## src/design/tracking_confidence_gate_fade_defines.svh

```systemverilog
// assertion macros shared by the gate and fade modules
`ifndef TRACKING_CONFIDENCE_GATE_FADE_DEFINES_SVH
`define TRACKING_CONFIDENCE_GATE_FADE_DEFINES_SVH

// consequent must hold in the same cycle as the antecedent
`define TCGF_ASSERT_NOW(name, ante, cons, msg) \
    name: assert property (@(posedge i_clk) disable iff (!i_rst_n) (ante) |-> (cons)) \
        else $error(msg);

// consequent must hold in the cycle after the antecedent
`define TCGF_ASSERT_NEXT(name, ante, cons, msg) \
    name: assert property (@(posedge i_clk) disable iff (!i_rst_n) (ante) |=> (cons)) \
        else $error(msg);

`endif

```

## src/design/tcgf_pkg.sv

```systemverilog
package tcgf_pkg;

    // default parameter values
    localparam int DEF_TIME_BITS     = 32;
    localparam int DEF_VIS_FRAC_BITS = 15;

    // fixed field widths
    localparam int STAMP_W    = 32;
    localparam int CONF_W     = 8;
    localparam int RUN_W      = 8;
    localparam int HOLD_W     = 16;
    localparam int DUR_W      = 16;
    localparam int VIS_OUT_W  = 16;
    localparam int CFG_IDX_W  = 3;
    localparam int CFG_DATA_W = 16;

    // register indexes
    localparam logic [CFG_IDX_W-1:0] CFG_ENABLE        = 3'd0;
    localparam logic [CFG_IDX_W-1:0] CFG_CONF_HIGH     = 3'd1;
    localparam logic [CFG_IDX_W-1:0] CFG_CONF_LOW      = 3'd2;
    localparam logic [CFG_IDX_W-1:0] CFG_LOW_LIMIT     = 3'd3;
    localparam logic [CFG_IDX_W-1:0] CFG_HOLD_LIMIT    = 3'd4;
    localparam logic [CFG_IDX_W-1:0] CFG_FADE_IN_TIME  = 3'd5;
    localparam logic [CFG_IDX_W-1:0] CFG_FADE_OUT_TIME = 3'd6;

    // register reset values
    localparam logic              RST_ENABLE        = 1'b1;
    localparam logic [CONF_W-1:0] RST_CONF_HIGH     = 8'd179;
    localparam logic [CONF_W-1:0] RST_CONF_LOW      = 8'd128;
    localparam logic [RUN_W-1:0]  RST_LOW_LIMIT     = 8'd3;
    localparam logic [HOLD_W-1:0] RST_HOLD_LIMIT    = 16'd5;
    localparam logic [DUR_W-1:0]  RST_FADE_IN_TIME  = 16'd150;
    localparam logic [DUR_W-1:0]  RST_FADE_OUT_TIME = 16'd300;

    // commands from the sequencer to the datapath
    typedef struct packed {
        logic capture;     // latch the input transaction
        logic gate;        // hysteresis, hold counter, timestamp
        logic begin_ramp;  // switch ramp direction
        logic snap;        // zero-duration ramp, jump to the end level
        logic mul;         // level times duration
        logic origin;      // back-computed ramp start
        logic elapsed;     // elapsed time and divider setup
        logic div_step;    // one quotient bit
        logic apply;       // write the new level
        logic load_out;    // fill the output register
    } t_cmd;

    // status from the datapath to the sequencer
    typedef struct packed {
        logic en;          // stabilizer enabled
        logic start;       // a new ramp begins this frame
        logic dur_zero;    // duration of the active direction is zero
        logic keep_ramp;   // a ramp level must be evaluated
        logic ge_dur;      // elapsed time reached the duration
    } t_status;

endpackage

```

## src/design/tcgf_ctrl.sv

```systemverilog
`include "tracking_confidence_gate_fade_defines.svh"

module tcgf_ctrl #(
    parameter int VIS_FRAC_BITS = tcgf_pkg::DEF_VIS_FRAC_BITS
) (
    input  logic              i_clk,
    input  logic              i_rst_n,
    input  logic              i_in_valid,
    output logic              o_in_ready,
    output logic              o_out_valid,
    input  logic              i_out_ready,
    input  tcgf_pkg::t_status i_status,
    output tcgf_pkg::t_cmd    o_cmd
);
    import tcgf_pkg::*;

    localparam int              CNT_W    = $clog2(VIS_FRAC_BITS);
    localparam logic [CNT_W-1:0] CNT_LAST = CNT_W'(VIS_FRAC_BITS - 1);

    typedef enum logic [9:0] {
        S_IDLE   = 10'b0000000001,
        S_GATE   = 10'b0000000010,
        S_PLAN   = 10'b0000000100,
        S_SNAP   = 10'b0000001000,
        S_MUL    = 10'b0000010000,
        S_ORIGIN = 10'b0000100000,
        S_ELAP   = 10'b0001000000,
        S_DIV    = 10'b0010000000,
        S_APPLY  = 10'b0100000000,
        S_OUT    = 10'b1000000000
    } t_state;

    t_state           r_state, n_state;
    logic [CNT_W-1:0] r_cnt, n_cnt;
    logic             r_out_valid, n_out_valid;
    t_cmd             cmd;

    assign o_in_ready  = (r_state == S_IDLE);
    assign o_out_valid = r_out_valid;
    assign o_cmd       = cmd;

    // sequencer
    always_comb begin
        n_state = r_state;
        n_cnt   = r_cnt;
        cmd     = '0;
        unique case (r_state)
            S_IDLE: begin
                if (i_in_valid) begin
                    cmd.capture = 1'b1;
                    n_state     = S_GATE;
                end
            end
            S_GATE: begin
                cmd.gate = 1'b1;
                n_state  = S_PLAN;
            end
            S_PLAN: begin
                if (!i_status.en) begin
                    n_state = S_OUT;
                end else if (i_status.start) begin
                    cmd.begin_ramp = 1'b1;
                    n_state        = i_status.dur_zero ? S_SNAP : S_MUL;
                end else if (i_status.keep_ramp) begin
                    n_state = i_status.dur_zero ? S_SNAP : S_ELAP;
                end else begin
                    n_state = S_OUT;
                end
            end
            S_SNAP: begin
                cmd.snap = 1'b1;
                n_state  = S_OUT;
            end
            S_MUL: begin
                cmd.mul = 1'b1;
                n_state = S_ORIGIN;
            end
            S_ORIGIN: begin
                cmd.origin = 1'b1;
                n_state    = S_ELAP;
            end
            S_ELAP: begin
                cmd.elapsed = 1'b1;
                if (i_status.ge_dur) begin
                    n_state = S_APPLY;
                end else begin
                    n_cnt   = CNT_LAST;
                    n_state = S_DIV;
                end
            end
            S_DIV: begin
                cmd.div_step = 1'b1;
                if (r_cnt == '0) begin
                    n_state = S_APPLY;
                end else begin
                    n_cnt = r_cnt - 1'b1;
                end
            end
            S_APPLY: begin
                cmd.apply = 1'b1;
                n_state   = S_OUT;
            end
            S_OUT: begin
                if (!r_out_valid || i_out_ready) begin
                    cmd.load_out = 1'b1;
                    n_state      = S_IDLE;
                end
            end
            default: begin
                n_state = S_IDLE;
            end
        endcase
    end

    // output register occupancy
    always_comb begin
        n_out_valid = r_out_valid;
        if (cmd.load_out) begin
            n_out_valid = 1'b1;
        end else if (i_out_ready) begin
            n_out_valid = 1'b0;
        end
    end

    always_ff @(posedge i_clk) begin
        if (!i_rst_n) begin
            r_state     <= S_IDLE;
            r_cnt       <= '0;
            r_out_valid <= 1'b0;
        end else begin
            r_state     <= n_state;
            r_cnt       <= n_cnt;
            r_out_valid <= n_out_valid;
        end
    end

    `TCGF_ASSERT_NEXT(a_accept_to_gate, i_in_valid && o_in_ready, r_state == S_GATE, "accepted transaction did not enter the gate step")
    `TCGF_ASSERT_NEXT(a_div_ends, (r_state == S_DIV) && (r_cnt == '0), r_state == S_APPLY, "divider overran its bit count")
    `TCGF_ASSERT_NOW(a_no_overwrite, cmd.load_out, !r_out_valid || i_out_ready, "output register overwritten before it was taken")

endmodule

```

## src/design/tcgf_dp.sv

```systemverilog
`include "tracking_confidence_gate_fade_defines.svh"

module tcgf_dp #(
    parameter int TIME_BITS     = tcgf_pkg::DEF_TIME_BITS,
    parameter int VIS_FRAC_BITS = tcgf_pkg::DEF_VIS_FRAC_BITS
) (
    input  logic                                i_clk,
    input  logic                                i_rst_n,
    input  logic                                i_cfg_valid,
    input  logic [tcgf_pkg::CFG_IDX_W-1:0]      i_cfg_index,
    input  logic [tcgf_pkg::CFG_DATA_W-1:0]     i_cfg_data,
    input  logic                                i_detect_in,
    input  logic [tcgf_pkg::CONF_W-1:0]         i_conf_in,
    input  logic [tcgf_pkg::STAMP_W-1:0]        i_time_ms,
    input  tcgf_pkg::t_cmd                      i_cmd,
    output tcgf_pkg::t_status                   o_status,
    output logic                                o_accepted,
    output logic                                o_holding,
    output logic                                o_lost_out,
    output logic [tcgf_pkg::VIS_OUT_W-1:0]      o_visibility_level,
    output logic                                o_smoothing_reset,
    output logic [tcgf_pkg::STAMP_W-1:0]        o_last_valid_time
);
    import tcgf_pkg::*;

    localparam int F  = VIS_FRAC_BITS;
    localparam int TB = TIME_BITS;
    localparam int VW = F + 1;
    localparam int PW = VW + DUR_W;
    localparam logic [VW-1:0] VIS_ONE   = {1'b1, {F{1'b0}}};
    localparam logic [PW-1:0] PROD_HALF = {{(PW-F){1'b0}}, 1'b1, {(F-1){1'b0}}};

    // configuration registers
    logic              r_en;
    logic [CONF_W-1:0] r_conf_high, r_conf_low;
    logic [RUN_W-1:0]  r_low_lim;
    logic [HOLD_W-1:0] r_hold_lim;
    logic [DUR_W-1:0]  r_fade_in, r_fade_out;

    // latched transaction
    logic              r_det;
    logic [CONF_W-1:0] r_conf;
    logic [TB-1:0]     r_t;

    // tracker state
    logic               r_tracking, r_seen, r_ramp_in, r_ramp_out;
    logic [RUN_W-1:0]   r_low_run;
    logic [HOLD_W-1:0]  r_frames_inv;
    logic [STAMP_W-1:0] r_stamp;
    logic [VW-1:0]      r_vis;
    logic [TB-1:0]      r_ramp_start;

    // per-frame working registers
    logic               r_valid, r_hold, r_pulse;
    logic [STAMP_W-1:0] r_last;
    logic [PW-1:0]      r_prod;
    logic [DUR_W-1:0]   r_rem;
    logic [VW-1:0]      r_frac;

    // output register
    logic                 r_o_accepted, r_o_holding, r_o_lost, r_o_reset;
    logic [VIS_OUT_W-1:0] r_o_vis;
    logic [STAMP_W-1:0]   r_o_last;

    logic               g_valid, g_track, g_hold;
    logic [RUN_W-1:0]   g_low_run, low_run_inc;
    logic [HOLD_W-1:0]  fi_inc;
    logic [STAMP_W-1:0] stamp32, last_prev;
    logic [DUR_W-1:0]   dur;
    logic [VW-1:0]      mul_frac, fade_out_lvl;
    logic [PW-1:0]      back_sum;
    logic [TB-1:0]      origin, elapsed;
    logic [DUR_W:0]     rem2, rem_diff;
    logic               rem_fits, clear_req;

    // hysteresis gate
    assign low_run_inc = (r_low_run == '1) ? r_low_run : r_low_run + 1'b1;

    always_comb begin
        g_valid   = r_det;
        g_track   = r_tracking;
        g_low_run = r_low_run;
        if (r_det) begin
            if (r_tracking) begin
                if (r_conf < r_conf_low) begin
                    g_low_run = low_run_inc;
                    if (low_run_inc >= r_low_lim) begin
                        g_track = 1'b0;
                        g_valid = 1'b0;
                    end
                end else begin
                    g_low_run = '0;
                end
            end else if (r_conf >= r_conf_high) begin
                g_track   = 1'b1;
                g_low_run = '0;
            end else begin
                g_valid = 1'b0;
            end
        end else begin
            g_track   = 1'b0;
            g_low_run = '0;
        end
    end

    // dropout hold
    assign fi_inc    = (r_frames_inv == '1) ? r_frames_inv : r_frames_inv + 1'b1;
    assign g_hold    = r_seen && (fi_inc <= r_hold_lim);
    assign stamp32   = STAMP_W'(r_t);
    assign last_prev = r_seen ? r_stamp : '0;

    // ramp arithmetic
    assign dur          = r_valid ? r_fade_in : r_fade_out;
    assign mul_frac     = r_valid ? r_vis : VIS_ONE - r_vis;
    assign back_sum     = r_prod + PROD_HALF;
    assign origin       = r_t - TB'(back_sum[PW-1:F]);
    assign elapsed      = r_t - r_ramp_start;
    assign fade_out_lvl = VIS_ONE - r_frac;

    // restoring divider step
    assign rem2     = {r_rem, 1'b0};
    assign rem_diff = rem2 - {1'b0, dur};
    assign rem_fits = (rem2 >= {1'b0, dur});

    assign clear_req = (i_cfg_valid && (i_cfg_index == CFG_ENABLE) && !i_cfg_data[0])
                    || (i_cmd.gate && !r_en);

    assign o_status.en        = r_en;
    assign o_status.start     = r_valid ? !r_ramp_in : (!r_ramp_out && (r_vis != '0));
    assign o_status.dur_zero  = (dur == '0);
    assign o_status.keep_ramp = r_valid || r_ramp_out;
    assign o_status.ge_dur    = (elapsed >= TB'(dur));

    // configuration and tracker state
    always_ff @(posedge i_clk) begin
        if (!i_rst_n) begin
            r_en         <= RST_ENABLE;
            r_conf_high  <= RST_CONF_HIGH;
            r_conf_low   <= RST_CONF_LOW;
            r_low_lim    <= RST_LOW_LIMIT;
            r_hold_lim   <= RST_HOLD_LIMIT;
            r_fade_in    <= RST_FADE_IN_TIME;
            r_fade_out   <= RST_FADE_OUT_TIME;
            r_tracking   <= 1'b0;
            r_low_run    <= '0;
            r_frames_inv <= '0;
            r_seen       <= 1'b0;
            r_stamp      <= '0;
            r_vis        <= '0;
            r_ramp_start <= '0;
            r_ramp_in    <= 1'b0;
            r_ramp_out   <= 1'b0;
            r_valid      <= 1'b0;
            r_hold       <= 1'b0;
            r_last       <= '0;
            r_pulse      <= 1'b0;
        end else begin
            // register writes
            if (i_cfg_valid) begin
                unique case (i_cfg_index)
                    CFG_ENABLE:        r_en        <= i_cfg_data[0];
                    CFG_CONF_HIGH:     r_conf_high <= i_cfg_data[CONF_W-1:0];
                    CFG_CONF_LOW:      r_conf_low  <= i_cfg_data[CONF_W-1:0];
                    CFG_LOW_LIMIT:     r_low_lim   <= i_cfg_data[RUN_W-1:0];
                    CFG_HOLD_LIMIT:    r_hold_lim  <= i_cfg_data[HOLD_W-1:0];
                    CFG_FADE_IN_TIME:  r_fade_in   <= i_cfg_data[DUR_W-1:0];
                    CFG_FADE_OUT_TIME: r_fade_out  <= i_cfg_data[DUR_W-1:0];
                    default: ;
                endcase
            end

            // gate step
            if (i_cmd.gate) begin
                r_pulse <= 1'b0;
                if (!r_en) begin
                    r_valid <= r_det;
                    r_hold  <= 1'b0;
                    r_last  <= '0;
                end else begin
                    r_tracking <= g_track;
                    r_low_run  <= g_low_run;
                    r_valid    <= g_valid;
                    if (g_valid) begin
                        r_frames_inv <= '0;
                        r_seen       <= 1'b1;
                        r_stamp      <= stamp32;
                        r_last       <= stamp32;
                        r_hold       <= 1'b0;
                    end else begin
                        r_frames_inv <= fi_inc;
                        r_last       <= last_prev;
                        r_hold       <= g_hold;
                    end
                end
            end

            // ramp direction change
            if (i_cmd.begin_ramp) begin
                if (r_valid) begin
                    r_ramp_in  <= 1'b1;
                    r_ramp_out <= 1'b0;
                end else begin
                    r_ramp_out <= 1'b1;
                    r_ramp_in  <= 1'b0;
                end
                if (dur == '0) begin
                    r_ramp_start <= r_t;
                end
            end

            // instant ramp
            if (i_cmd.snap) begin
                if (r_valid) begin
                    r_vis     <= VIS_ONE;
                    r_ramp_in <= 1'b0;
                end else begin
                    r_vis      <= '0;
                    r_ramp_out <= 1'b0;
                    r_pulse    <= 1'b1;
                end
            end

            if (i_cmd.origin) begin
                r_ramp_start <= origin;
            end

            // new level from the ramp fraction
            if (i_cmd.apply) begin
                if (r_valid) begin
                    r_vis <= r_frac;
                    if (r_frac == VIS_ONE) begin
                        r_ramp_in <= 1'b0;
                    end
                end else begin
                    r_vis <= fade_out_lvl;
                    if (fade_out_lvl == '0) begin
                        r_ramp_out <= 1'b0;
                        r_pulse    <= 1'b1;
                    end
                end
            end

            // disable clears the tracker
            if (clear_req) begin
                r_tracking   <= 1'b0;
                r_low_run    <= '0;
                r_frames_inv <= '0;
                r_seen       <= 1'b0;
                r_stamp      <= '0;
                r_vis        <= '0;
                r_ramp_start <= '0;
                r_ramp_in    <= 1'b0;
                r_ramp_out   <= 1'b0;
            end
        end
    end

    // transaction latch, multiplier, divider
    always_ff @(posedge i_clk) begin
        if (i_cmd.capture) begin
            r_det  <= i_detect_in;
            r_conf <= i_conf_in;
            r_t    <= TB'(i_time_ms);
        end
        if (i_cmd.mul) begin
            r_prod <= mul_frac * dur;
        end
        if (i_cmd.elapsed) begin
            r_rem  <= elapsed[DUR_W-1:0];
            r_frac <= o_status.ge_dur ? VIS_ONE : '0;
        end
        if (i_cmd.div_step) begin
            r_rem  <= rem_fits ? rem_diff[DUR_W-1:0] : rem2[DUR_W-1:0];
            r_frac <= {r_frac[VW-2:0], rem_fits};
        end
    end

    // output register
    always_ff @(posedge i_clk) begin
        if (i_cmd.load_out) begin
            r_o_accepted <= r_valid;
            r_o_holding  <= r_hold;
            r_o_lost     <= !r_valid && !r_hold;
            r_o_reset    <= r_pulse;
            r_o_last     <= r_last;
            if (r_en) begin
                r_o_vis <= VIS_OUT_W'(r_vis);
            end else begin
                r_o_vis <= r_valid ? VIS_OUT_W'(VIS_ONE) : '0;
            end
        end
    end

    assign o_accepted         = r_o_accepted;
    assign o_holding          = r_o_holding;
    assign o_lost_out         = r_o_lost;
    assign o_visibility_level = r_o_vis;
    assign o_smoothing_reset  = r_o_reset;
    assign o_last_valid_time  = r_o_last;

    `TCGF_ASSERT_NOW(a_vis_range, 1'b1, r_vis <= VIS_ONE, "visibility above full scale")
    `TCGF_ASSERT_NOW(a_pulse_at_zero, r_pulse, r_vis == '0, "smoothing reset without zero visibility")
    `TCGF_ASSERT_NOW(a_rem_bound, i_cmd.div_step, r_rem < dur, "divider remainder out of range")

endmodule

```

## src/design/tracking_confidence_gate_fade.sv

```systemverilog
// Face-tracking confidence gate with dropout hold and visibility fade. One
// input transaction per camera frame (detect flag, 8-bit confidence, ms
// timestamp) gives exactly one result transaction. Frames are handled one at
// a time. Each frame is captured, gated and planned and then loaded into the
// output register; a zero-length fade adds a jump to its end level, a fade in
// progress adds the elapsed-time step and the level update, and a fade that
// starts or resumes adds the multiply and origin steps before them. When the
// elapsed time does not yet cover the fade, the radix-2 divider runs between
// the elapsed-time step and the level update, producing one bit of
// elapsed/duration per cycle. A finished result waits in an output register,
// and the next frame is taken while it waits; a second result that is done
// before the first is taken holds the sequencer until the first one leaves.
// Registers are to be written by the user through the config channel only
// while no frame is in flight; the block itself does not enforce this.
// Writing 0 to enable clears all tracking and fade state. The config channel
// is always ready.
module tracking_confidence_gate_fade #(
    parameter int TIME_BITS     = tcgf_pkg::DEF_TIME_BITS,
    parameter int VIS_FRAC_BITS = tcgf_pkg::DEF_VIS_FRAC_BITS
) (
    input  logic                            i_clk,
    input  logic                            i_rst_n,
    // frame input channel
    input  logic                            i_in_valid,
    output logic                            o_in_ready,
    input  logic                            i_detect_in,
    input  logic [tcgf_pkg::CONF_W-1:0]     i_conf_in,
    input  logic [tcgf_pkg::STAMP_W-1:0]    i_time_ms,
    // result channel
    output logic                            o_out_valid,
    input  logic                            i_out_ready,
    output logic                            o_accepted,
    output logic                            o_holding,
    output logic                            o_lost_out,
    output logic [tcgf_pkg::VIS_OUT_W-1:0]  o_visibility_level,
    output logic                            o_smoothing_reset,
    output logic [tcgf_pkg::STAMP_W-1:0]    o_last_valid_time,
    // config write channel
    input  logic                            i_cfg_valid,
    output logic                            o_cfg_ready,
    input  logic [tcgf_pkg::CFG_IDX_W-1:0]  i_cfg_index,
    input  logic [tcgf_pkg::CFG_DATA_W-1:0] i_cfg_data
);
    import tcgf_pkg::*;

    t_cmd    cmd;
    t_status status;

    assign o_cfg_ready = 1'b1;

    // frame sequencer
    tcgf_ctrl #(
        .VIS_FRAC_BITS (VIS_FRAC_BITS)
    ) u_ctrl (
        .i_clk       (i_clk),
        .i_rst_n     (i_rst_n),
        .i_in_valid  (i_in_valid),
        .o_in_ready  (o_in_ready),
        .o_out_valid (o_out_valid),
        .i_out_ready (i_out_ready),
        .i_status    (status),
        .o_cmd       (cmd)
    );

    // gate, hold and fade datapath
    tcgf_dp #(
        .TIME_BITS     (TIME_BITS),
        .VIS_FRAC_BITS (VIS_FRAC_BITS)
    ) u_dp (
        .i_clk              (i_clk),
        .i_rst_n            (i_rst_n),
        .i_cfg_valid        (i_cfg_valid && o_cfg_ready),
        .i_cfg_index        (i_cfg_index),
        .i_cfg_data         (i_cfg_data),
        .i_detect_in        (i_detect_in),
        .i_conf_in          (i_conf_in),
        .i_time_ms          (i_time_ms),
        .i_cmd              (cmd),
        .o_status           (status),
        .o_accepted         (o_accepted),
        .o_holding          (o_holding),
        .o_lost_out         (o_lost_out),
        .o_visibility_level (o_visibility_level),
        .o_smoothing_reset  (o_smoothing_reset),
        .o_last_valid_time  (o_last_valid_time)
    );

endmodule
```

## config.mk

```make
export PLATFORM = sky130hd
export DESIGN_NAME = tracking_confidence_gate_fade
export DESIGN_NICKNAME = d
export VERILOG_FILES = /design/src/design/tcgf_pkg.sv /design/src/design/tcgf_ctrl.sv /design/src/design/tcgf_dp.sv /design/src/design/tracking_confidence_gate_fade.sv
export VERILOG_INCLUDE_DIRS = /design/src /design/src/design
export SDC_FILE = /design/constraint.sdc
export NUM_CORES = 2
export LEC_CHECK = 0
export ABC_AREA = 0
export BUFFER_PORTS_ARGS = -buffer_cell sky130_fd_sc_hd__buf_2
export CAP_MARGIN = 20
export CORE_AREA = 8 8 265 267
export CTS_CLUSTER_SIZE = 8
export DETAILED_ROUTE_END_ITERATION = 10
export DIE_AREA = 0 0 273 275
export GPL_TIMING_DRIVEN = 0
export SLEW_MARGIN = 20
export SYNTH_ARGS = -nofsm -noshare
export SYNTH_HDL_FRONTEND = slang
export SYNTH_SLANG_ARGS = --single-unit
```

## constraint.sdc

```tcl
create_clock -name i_clk -period 8.7 [get_ports i_clk]
set_input_delay 1.305 -clock i_clk [delete_from_list [all_inputs] [get_ports i_clk]]
set_output_delay 1.305 -clock i_clk [all_outputs]
set_load 0.02 [all_outputs]
```

======== Word level (Yosys, flattened, before mapping) ========
Cells that the tools add are included.
word-level totals
  word-level logic and storage cells ...... 203
  output and inout port bits .............. 55
  input port bits ......................... 65
  register bits ........................... 388
operators by class
  $add $sub $neg .......................... 9
  magnitude comparators ................... 6
  multipliers ............................. 1
  muxes and demuxes ....................... 84
  reductions and logical operators ........ 42
  bitwise logic cells ..................... 1
  equal/unequal tests ..................... 25
operators with widths
  kind                      count
  $mux W16                  15
  $mux W32                  6
  $pmux W10 S9              1
  $mux W10                  6
  $mux W1                   45
  $mux W8                   5
  $add A32 B15 Y32 const B  1
  $eq A16 B16 Y1 const B    2
  $ge A32 B16 Y1            1
  $logic_not A16 Y1         2
  $mul A16 B16 Y32          1
  $sub A16 B16 Y16 const A  2
  $sub A32 B17 Y32          1
  $sub A32 B32 Y32          1
  $reduce_and A2 Y1         9
  $ge A17 B16 Y1            1
  $add A16 B1 Y16 const B   1
  $ge A8 B8 Y1              2
  $le A16 B16 Y1            1
  $reduce_bool A16 Y1       1
  $sub A16 B16 Y16          1
  $reduce_and A3 Y1         4
  $reduce_bool A2 Y1        6
  $eq A10 B1 Y1 const B     1
  other kinds (31)          52

======== Logic depth before layout (Yosys ltp) ========
  word-level depth ........................ 12
  gate-level depth with buffers ........... 33
  gate-level depth less buffers ........... 31

======== Hierarchy ========
A second synthesis with hierarchy kept.
unflattened totals
  cells, all modules ...................... 3251
  area total of the unflattened synthesis .. 28982.8 um^2
by module, submodules not included
  module                         seq. area each (um^2)  times used  cells each  area an instance (um^2)
  tcgf_dp                        8618.3                 1           3135        27940.5
  tcgf_ctrl                      300.3                  1           114         1031.0
  tracking_confidence_gate_fade  0.0                    1           2           11.3

======== Worst setup path before layout ========
Ideal clock, no wire load.
  path type ............................... reg-to-reg
  start ................................... register u_dp.r_vis[0]
  end ..................................... register u_dp.r_prod[31] (data pin)
  clock period less this slack ............ 8.035 ns
  arrival ................................. 7.775 ns
  cell stages (with the launch flop) ...... 30
  setup slack ............................. 0.665 ns
  cell sequence ........................... dfxtp_1 clkbuf_1 inv_1 clkbuf_1 ha_1 nand2_1 nor2_1 a21oi_1 xnor2_1 nand2_1 fa_1 fa_1 fa_1 fa_1 inv_1 fa_1 inv_1 fa_1 inv_1 ha_1 a21o_1 a21o_1 a211o_1 o311a_1 a221o_1 a311oi_1 nor3_1 a221oi_2 o21ai_0 xnor2_1
on the way
  longest elaborated chain between the ends .. 3
RTL lines
  what                      RTL line        source
  start: declaration        tcgf_dp.sv:50   logic [VW-1:0] r_vis;
  start signal: assignment  tcgf_dp.sv:230  r_vis <= r_frac;
  start signal: assignment  tcgf_dp.sv:235  r_vis <= fade_out_lvl;
  $sub A16 B16 Y16          tcgf_dp.sv:114  assign mul_frac = r_valid ? r_vis : VIS_ONE - r_vis;
  $mux W16 *                tcgf_dp.sv:114
  $mul A16 B16 Y32 *        tcgf_dp.sv:266  r_prod <= mul_frac * dur;
  end signal: assignment    tcgf_dp.sv:266
  end: declaration          tcgf_dp.sv:56   logic [PW-1:0] r_prod;
Mark *: on every way between the ends. The rest lies on a longest branch, timed or not.
A chain may end at the register's enable or synchronous reset.

======== Worst setup path in the final report ========
  start ................................... register u_dp.r_vis[6]
  end ..................................... register u_dp.r_prod[31] (data pin)
The elaborated chain is that of the path after synthesis.

==> qor.txt <==
status - completed
FP Rows - 95
share of layout cells above drive strength 1 - 8.957%
Top Ports - 120
CP dominant cell by count - fa_1
top-count cell post-synth - nand2_1
post-place setup slack - -1.185 ns
gate count after technology mapping - 3240
top post-synthesis cells by area - dfxtp_1 16%, edfxtp_1 15%, fa_1 14%, ha_1 10%, nand2_1 6.7%
post-place instance area - 0.02997 sq mm
# clock sinks - 374
sequential fraction of the synthesis area - 31.65%
Root Driver - clkbuf_16
Yosys reg bits - 374
post-synthesis adder-cell area fraction - 23.96%
share of the synthesized area in the top cell type - 16.41%
DRT antenna net count - 0
area delta synth->final - 13.80%
fmax - 0.1198 GHz
final critical-path share of the clock period - 95.99%
Die X - 273 um
vias in the first global route - 22185
syn_area_per_cell - 8.697 sq um
power per cell area - 132.9 mW/mm^2
placed cells - 4234
Post-synth top cells - 505 x nand2_1, 362 x inv_1, 313 x nor2_1
Req. time, crit path - 9.03 ns
DRC Markers - 0
Period minus WS final - 8.351 ns
area leader, netlist - dfxtp_1
Layout Utilization - 48.35%
number of flops mapped to enable cells by yosys - 143
mux contribution to synthesized area - 1.812%
nets@finish - 3921
HPWL Detailed - 62900 um
max cap viols - 0
Synth Cell Area - 0.02818 sq mm
CP top delay family - adder cells
total wire length - 79690 um
Slew headroom - 26.94%
Die Span Y - 275 um
Pleak - 13.28 nW
largest net degree at the start of global routing - 29
clock skew - 0.03870 ns
first-pass GRT wire length - 125000 um
Synth Area in XOR/XNOR - 4.818%
# port buffers - 115
Worst Path Arrival - 8.68 ns
number of distinct library cells after synthesis - 77
Std-Cell Core Area - 0.06633 sq mm
Vias - 22960
CTS clk-pin slew, worst paths - 0.05 ns
post-DR wirelength/cell - 18.34 um
H-tree depth - 2
CP Capture Type - flop
antenna violations before repair - 0
maximum vdd drop - 151.1 uV
Total Routing Usage GR - 20.94%
Critical path buffers and inverters - 4
Simple-Gate Fraction of Synth Area - 19.00%
Startpoint Class - flop
# setup viols final - 0
HP Class - reg2reg
Final Cell Area - 0.03207 sq mm
Max Buffers Root-to-Sink - 3
Synth Area in Compound Gates - 12.24%
CTS tree - yes
Final Hold Viols - 0
crit path max-delay cell type - or4_1
worst-skew pair later-pin latency - 0.61 ns
Starting Density - 42.48%
TritonRoute pass-1 iters - 5
die area - 0.07508 sq mm
Min Hold Slack - 0.4270 ns
Async SR Flop Fraction - 0%
cts bufs inserted - 53
Max Slew Vio Count - 0
CTS Hold Bufs - 0
Post-Syn Nets - 3727
Antenna Cells - 0
Critical Path Max Stage Delay - 0.65 ns
worst setup margin - 0.3493 ns
ys flop type - dfxtp_1
grt ovf - 0
GPL Wtd Cong - 0.9151
largest family of logic cells by synthesized area - adder cells
Vias/cell - 5.284
Synth Warn # - 0
post-route insts no fill - 4345
slew at the pin with the worst max-slew slack - 1.093 ns
CP max FO - 7
critical path type - reg2reg
drt initial violations - 1871
## metrics by stage
stage          setup TNS (ns)  total power [mW]
5_1_grt              -0.03006             4.416
6_report                    0             4.260
2_1_floorplan               0             2.202
4_1_cts                     0             4.295
3_5_place_dp           -10.47             2.351
3_3_place_gp           -10.31             2.347
## power breakdown
part	switching [mW]	leakage, nW	internal (mW)
Clock	0.795	0.734	1.14
Combinational	0.275	9.39	0.159
Sequential	0.0405	3.15	1.85
Total	1.11	13.3	3.15
## layout by cell type (no fill, tap or decap), types with 10 or more instances in the layout
cell type,Yosys,layout
a211oi_1,31,31
a21o_1,42,42
a21oi_1,252,248
a22oi_1,24,24
a31oi_1,17,16
and2_1,33,33
and3_1,22,22
buf_2,4,117
buf_4,3,31
clkbuf_1,108,129
clkbuf_16,0,53
dfxtp_1,231,228
edfxtp_1,143,143
fa_1,196,196
ha_1,226,226
inv_1,362,360
mux2_2,21,21
mux2i_1,26,22
nand2_1,505,503
nand2b_1,30,30
nand3_1,88,88
nand4_1,27,27
nand4b_1,10,10
nor2_1,313,312
nor2b_1,29,28
nor3_1,45,44
nor3b_1,16,14
nor4_1,18,17
o211ai_1,12,12
o21a_1,19,19
o21ai_0,98,98
or2_2,12,12
or3_1,10,10
xnor2_1,88,75
xor2_1,67,59
## worst register-to-register path: cells and delay by family (launching register included)
kind,cells,cell delay [ns]
flops,1,0.29
compound gates,6,1.69
buf+inv,4,0.35
fa+ha+maj,7,3.37
xor+xnor,2,0.55
simple gates,9,1.84
## repair_timing
action | in CTS | in global routing
resized for setup | 46 | 31
pin swaps | 1 | 9
setup endpoints to repair | 18 | 7
buffers inserted | 3 | 20
## kinds of logic after synthesis
family / after synthesis
multiplexers: 48
AND/OR/NAND/NOR: 1189
adder cells (fa/ha/maj): 422
flip-flops: 374
buffers and inverters: 484
XOR/XNOR: 155
AO/OA/AOI/OAI: 567
other: 1
## path summary, 6_finish.rpt
path / start / end / slack (ns) / cells after the start
setup reg to reg: u_dp.r_vis[6]$_SDFFE_PP0P_ / u_dp.r_prod[31]$_DFFE_PP_ / 0.35 / 28
setup / recovery: u_dp.r_vis[6]$_SDFFE_PP0P_ / u_dp.r_prod[31]$_DFFE_PP_ / 0.35 / 28
hold / removal: u_dp.r_last[0]$_SDFFE_PN0N_ / u_dp.o_last_valid_time[0]$_DFFE_PP_ / 0.43 / 0
hold reg to reg: u_dp.r_last[0]$_SDFFE_PN0N_ / u_dp.o_last_valid_time[0]$_DFFE_PP_ / 0.43 / 0
## registers in the layout (all words and copies together), names as in the netlist, 16 cells and up
register,cells
u_dp.r_last,32
u_dp.r_frames_inv,16
u_dp.o_visibility_level,16
u_dp.r_hold_lim,16
u_dp.r_frac,16
u_dp.o_last_valid_time,32
u_dp.r_prod,18
u_dp.r_stamp,32
u_dp.r_t,32
u_dp.r_fade_in,16
u_dp.r_vis,16
u_dp.r_ramp_start,32
u_dp.r_fade_out,16
u_dp.r_rem,16
## final cells by class
cell class	instances	area [sq um]
Inverter	362	1363
Multi-Input combinational cell	2382	17810
Timing Repair Buffer	144	850.8
Tap cell	873	1092
Buffer	117	490.5
Fill cell	6433	34260
Clock inverter	5	68.82
Sequential cell	374	8925
Clock buffer	88	1468
## metal layers
metal / track usage (%) / routed length [um]
met5: 0 / 0
met1: 29.04 / 36170
met4: 7.318 / 2829
met3: 3.050 / 5024
met2: 33.20 / 35670
Note: power is estimated with default switching activity, not from simulation.
